$ cat src/rtl/ptcs_pkg.sv
// shared types and constants for the periodic tick compare scheduler
// no dependencies
`default_nettype none

package ptcs_pkg;

    localparam logic [1:0] OP_START  = 2'd0;
    localparam logic [1:0] OP_IRQ    = 2'd1;
    localparam logic [1:0] OP_STOP   = 2'd2;
    // reserved code, leaves the timer state unchanged
    localparam logic [1:0] OP_UNUSED = 2'd3;

    localparam int IN_BITS   = 165;
    localparam int IN_TDATA_W = 168;
    localparam int DIV_STEPS = 64;

    localparam logic [63:0] STOP_COMPARE = 64'h8000_0000_0000_0000;

    // input item, last field in the lowest bits
    typedef struct packed {
        logic [31:0] first_frac;
        logic [16:0] first_sec;
        logic        first_given;
        logic [31:0] period_frac;
        logic [16:0] period_sec;
        logic        period_given;
        logic [62:0] counter_now;
        logic [1:0]  op;
    } item_t;

    typedef enum logic [1:0] {
        MSEL_PF,
        MSEL_PS,
        MSEL_FF,
        MSEL_FS
    } mul_sel_t;

    typedef enum logic [2:0] {
        ACC_NONE,
        ACC_P_HI,
        ACC_P_ADD,
        ACC_F_HI,
        ACC_F_ADD
    } acc_t;

    typedef struct packed {
        logic     load;
        logic     mul_en;
        mul_sel_t mul_sel;
        acc_t     acc;
        logic     div_init;
        logic     div_step;
        logic     fin;
    } cmd_t;

    typedef struct packed {
        logic [1:0] op;
        logic       start_zero;
        logic       run_zero;
        logic       out_busy;
    } status_t;

endpackage

`default_nettype wire

$ cat src/rtl/ptcs_ctrl.sv
// controller state machine sequencing multiply, divide and finish steps
// depends on ptcs_pkg
`default_nettype none

module ptcs_ctrl (
    input  wire logic             clk,
    input  wire logic             rst_n,
    input  wire logic             in_valid,
    output logic                  in_ready,
    input  wire ptcs_pkg::status_t sts,
    output ptcs_pkg::cmd_t        cmd
);

    typedef enum logic [3:0] {
        S_IDLE,
        S_DECODE,
        S_MUL0,
        S_MUL1,
        S_MUL2,
        S_MUL3,
        S_MUL4,
        S_CHECK,
        S_DIV_INIT,
        S_DIV_RUN,
        S_FIN
    } state_t;

    state_t     state_reg;
    logic [5:0] cnt_reg;

    assign in_ready = (state_reg == S_IDLE);

    always_comb
    begin
        cmd          = '0;
        cmd.mul_sel  = ptcs_pkg::MSEL_PF;
        cmd.acc      = ptcs_pkg::ACC_NONE;
        unique case (state_reg)
            S_IDLE:     cmd.load = in_valid;
            S_MUL0:
            begin
                cmd.mul_en  = 1'b1;
                cmd.mul_sel = ptcs_pkg::MSEL_PF;
            end
            S_MUL1:
            begin
                cmd.mul_en  = 1'b1;
                cmd.mul_sel = ptcs_pkg::MSEL_PS;
                cmd.acc     = ptcs_pkg::ACC_P_HI;
            end
            S_MUL2:
            begin
                cmd.mul_en  = 1'b1;
                cmd.mul_sel = ptcs_pkg::MSEL_FF;
                cmd.acc     = ptcs_pkg::ACC_P_ADD;
            end
            S_MUL3:
            begin
                cmd.mul_en  = 1'b1;
                cmd.mul_sel = ptcs_pkg::MSEL_FS;
                cmd.acc     = ptcs_pkg::ACC_F_HI;
            end
            S_MUL4:     cmd.acc = ptcs_pkg::ACC_F_ADD;
            S_DIV_INIT: cmd.div_init = 1'b1;
            S_DIV_RUN:  cmd.div_step = 1'b1;
            S_FIN:      cmd.fin = !sts.out_busy;
            default:    ;
        endcase
    end

    always_ff @(posedge clk or negedge rst_n)
    begin
        if (!rst_n)
        begin
            state_reg <= S_IDLE;
            cnt_reg   <= '0;
        end
        else
        begin
            unique case (state_reg)
                S_IDLE:
                    if (in_valid)
                        state_reg <= S_DECODE;
                S_DECODE:
                    if (sts.op == ptcs_pkg::OP_START)
                        state_reg <= S_MUL0;
                    else if (sts.op == ptcs_pkg::OP_IRQ && !sts.run_zero)
                        state_reg <= S_DIV_INIT;
                    else
                        state_reg <= S_FIN;
                S_MUL0:  state_reg <= S_MUL1;
                S_MUL1:  state_reg <= S_MUL2;
                S_MUL2:  state_reg <= S_MUL3;
                S_MUL3:  state_reg <= S_MUL4;
                S_MUL4:  state_reg <= S_CHECK;
                S_CHECK: state_reg <= sts.start_zero ? S_FIN : S_DIV_INIT;
                S_DIV_INIT:
                begin
                    cnt_reg   <= '0;
                    state_reg <= S_DIV_RUN;
                end
                S_DIV_RUN:
                begin
                    cnt_reg <= cnt_reg + 6'd1;
                    if (cnt_reg == 6'(ptcs_pkg::DIV_STEPS - 1))
                        state_reg <= S_FIN;
                end
                S_FIN:
                    if (!sts.out_busy)
                        state_reg <= S_IDLE;
                default: state_reg <= S_IDLE;
            endcase
        end
    end

endmodule

`default_nettype wire

$ cat config.mk
export PLATFORM = sky130hd
export DESIGN_NAME = ptcs_ctrl
export DESIGN_NICKNAME = d
export VERILOG_FILES = /design/src/rtl/ptcs_pkg.sv /design/src/rtl/ptcs_ctrl.sv
export SDC_FILE = /design/constraint.sdc
export NUM_CORES = 1
export LEC_CHECK = 0
export BUFFER_PORTS_ARGS = -buffer_cell sky130_fd_sc_hd__buf_2
export CORE_AREA = 2 2 39 41
export DETAILED_ROUTE_END_ITERATION = 6
export DIE_AREA = 0 0 41 43
export GPL_ROUTABILITY_DRIVEN = 0
export PLACE_DENSITY = 0.78
export SLEW_MARGIN = 20
export SYNTH_ARGS = -nofsm -noshare
export SYNTH_HDL_FRONTEND = slang
export SYNTH_SLANG_ARGS = --single-unit
export TNS_END_PERCENT = 100
$ cat constraint.sdc
create_clock -name clk -period 2.8 [get_ports clk]
set_input_delay 0.56 -clock clk [delete_from_list [all_inputs] [get_ports clk]]
set_output_delay 0.56 -clock clk [all_outputs]
set_load 0.02 [all_outputs]
==> out/results.ini <==
[status]
run_status=completed

[worst_setup_path]
critical_path_sink_type=output port
timing.setup.critical_path_class=reg -> out
path_cells=or3b_1, nor2_2, buf_2
crit_path_max_fanout=14
path_delay_family=simple AND/OR/NAND/NOR gates
slowest_delay_ns=0.56
timing.critical_path.buf_inv=1
r2r_setup_slack_ns=1.19
timing.reg2reg.worst_path_depth=4
r2r-start=state_reg[3]
worst_ep_required_time_ns=2.24
critical-path-slowest-cell=sky130_fd_sc_hd__or3b_1
crit_arrival_ns=1.70
critPathLaunchType=flip-flop
r2r_end=cnt_reg[3]
startpoint=state_reg[3]

[timing]
tns_ns=0
unrepaired_setup_endpoints_after_global_routing=no
finalMaxSlewViolations=0
report.final.setup_viol=0
timing.final.crit_share_pct=80.6
worst_slew_pin_slew_ns=0.460
finalHoldViolCount=0
clock_skew_ns=0.000171
highest_clock_frequency_the_design_can_meet_mhz=443
min_period_ns=2.26
max_slew_margin_pct=69.0
holdWs_ns=0.158

[layout]
largest_register_ff_count=6
synthToLayoutAreaGrowth_pct=13.6
finalInstanceArea_um2=774
multi_input_area_um2=384
layout-drive-gt1-share_pct=26.8
net_count_of_the_finished_layout=108
finish.cell_count_without_fillers=113
area.sequential_um2=250
nFillCells=129
num_antenna_cells=0

[synthesis]
synth.distinct_cells=36
synth_largest_area_cell=sky130_fd_sc_hd__dfrtp_1
ys.warnings.count=0
synthTopCellsByArea=sky130_fd_sc_hd__dfrtp_1 (37%), sky130_fd_sc_hd__nand2_1 (7.2%), sky130_fd_sc_hd__nor2_1 (5.5%)
ys_seq_area_share_pct=36.7
synth_top_area_share_pct=36.7
postSynthRegisterBits=10
synthesis.area_um2=682
postSynthCellCount=82
syn_nets=91
avgSynthCellArea_um2=8.32

[cts]
cts_inserted_buffers=3
cts-root-to-sink-buffers=2
clock_tree.htree_level_count=1
cts_hold_repair.buffers=0
clk-insertion-delay-late_ns=0.25
post_cts_buffers=0
cts.clk_slew.worst_paths_ns=0.06
postCtsResizedCells=0
cts_sink_count=10
cts_tree=built
cts_root_buffer=sky130_fd_sc_hd__clkbuf_4

[die]
top_level_ports=19
die-width_um=41
core_region_area_um2=1380
floorplan.initialDensity_pct=49.3
num_rows=14
die_footprint_um2=1760
floorplan.die.height_um=43

[drt]
detailedRoute.firstIterationViolations=9
detail_route.first_pass.iterations=4
avgViaCountPerCell=5.35
wl_per_cell_um=11.7
wirelength_um=1330
final_ant_viol_nets=0
routed-via-count=605
number_of_remaining_drc_errors=0

[placed_design]
placement.io_buffers=18
post_dp_cell_area_um2=752
place_hpwl_um=994
placedCellCount=110

[global_routing]
grt_antenna_before_repair=0
grt_pass1_vias=526
grt_start_max_net_pins=15
global_route.usage.total_pct=17.7
globalRouteOverflowTotal=0
grt_first_pass_wirelength_um=2140

[power]
p_per_area_nw_per_um2=320
power.total_uw=247
power.leakage_nw=0.367
irDropWorstVdd_mv=0.294

[run]
drv_cap=0

[min_path]
worst_hold_path_type=in -> async

## synthesized netlist by cell type
master and count:
sky130_fd_sc_hd__or3b_1 1, sky130_fd_sc_hd__o22ai_1 1, sky130_fd_sc_hd__a22o_1 1, sky130_fd_sc_hd__ha_1 1, sky130_fd_sc_hd__nor3_1 3, sky130_fd_sc_hd__and2_1 1, sky130_fd_sc_hd__inv_1 2, sky130_fd_sc_hd__o21ai_1 3
sky130_fd_sc_hd__buf_2 2, sky130_fd_sc_hd__nor2_1 10, sky130_fd_sc_hd__nor3_2 1, sky130_fd_sc_hd__mux2_2 1, sky130_fd_sc_hd__nand2b_1 2, sky130_fd_sc_hd__xnor2_1 1, sky130_fd_sc_hd__o21ai_0 3, sky130_fd_sc_hd__o21ai_2 1
sky130_fd_sc_hd__o21a_1 2, sky130_fd_sc_hd__buf_6 1, sky130_fd_sc_hd__mux2_1 1, sky130_fd_sc_hd__nor2_2 1, sky130_fd_sc_hd__dfrtp_1 10, sky130_fd_sc_hd__a2bb2oi_1 1, sky130_fd_sc_hd__nand3_1 3, sky130_fd_sc_hd__o211ai_1 1
sky130_fd_sc_hd__nor4b_1 2, sky130_fd_sc_hd__buf_4 2, sky130_fd_sc_hd__a21boi_0 1, sky130_fd_sc_hd__clkbuf_1 1, sky130_fd_sc_hd__xor2_1 1, sky130_fd_sc_hd__nor3b_2 1, sky130_fd_sc_hd__nor4_1 1, sky130_fd_sc_hd__nand2_1 13
sky130_fd_sc_hd__mux2i_1 2, sky130_fd_sc_hd__and3_1 1, sky130_fd_sc_hd__a21oi_1 2, sky130_fd_sc_hd__nor2b_1 1
## how the worst max path moves through the flow
stage,slack (ns),cells past startpoint,to
after floorplan,0.52,3,cmd[9]
after global placement,0.87,3,cmd[1]
after detailed placement,0.84,3,cmd[1]
after CTS,0.56,3,cmd[1]
after global routing,0.44,3,cmd[1]
final,0.54,3,cmd[1]
## layer usage
metal  global-route usage (%)  vias up  share of wire, %  wire, µm
met5                        0        -                 0         0
met4                     10.0        0               1.1        14
met3                     1.57        2               4.8        64
met2                     26.6       18                46       612
met1                     23.8      272                48       633
li1                         -      313                 -         -
## metrics by stage
stage                     utilization (%)  worst slack [ns]
after floorplan                         -             0.524
after global placement               54.3             0.873
after detailed placement             54.3             0.844
after CTS                            56.0             0.555
after global routing                 56.0             0.444
final                                56.0             0.544
## cell type report
class                      count  share of cell area, %
sequential                    10                   32.3
multi-input combinational     64                   49.6
inverter                       2                  0.969
timing repair buffer          18                   11.6
tap                           16                   2.58
clock buffer                   3                   2.91
## cells by family (layout without fill, tap and decap cells)
group	count (synthesis)	in the layout	share of synthesized area (%)
AND/OR/NAND/NOR	41	41	30.6
multiplexers	4	4	6.24
flip-flops	10	10	36.7
AO/OA/AOI/OAI	16	16	15.0
adder cells (fa/ha/maj)	1	1	1.83
buffers and inverters	8	23	6.97
XOR/XNOR	2	2	2.57
## cells in the final DEF (no fill, tap or decap), drive strengths merged
master   netlist  final
a21boi         1      1
a21oi          2      2
a22o           1      1
a2bb2oi        1      1
and2           1      1
and3           1      1
buf            5     18
clkbuf         1      3
dfrtp         10     10
ha             1      1
inv            2      2
mux2           2      2
mux2i          2      2
nand2         13     13
nand2b         2      2
nand3          3      3
nor2          11     11
nor2b          1      1
nor3           4      4
nor3b          1      1
nor4           1      1
nor4b          2      2
o211ai         1      1
o21a           2      2
o21ai          7      7
o22ai          1      1
or3b           1      1
xnor2          1      1
xor2           1      1
## where the power goes
group	total (mW)	switching (mW)	internal [mW]
logic	0.00954	0.00529	0.00425
registers	0.144	0	0.144
clock network	0.0935	0.0441	0.0494
total	0.247	0.0494	0.198
Power figures use the tool's default switching activity.
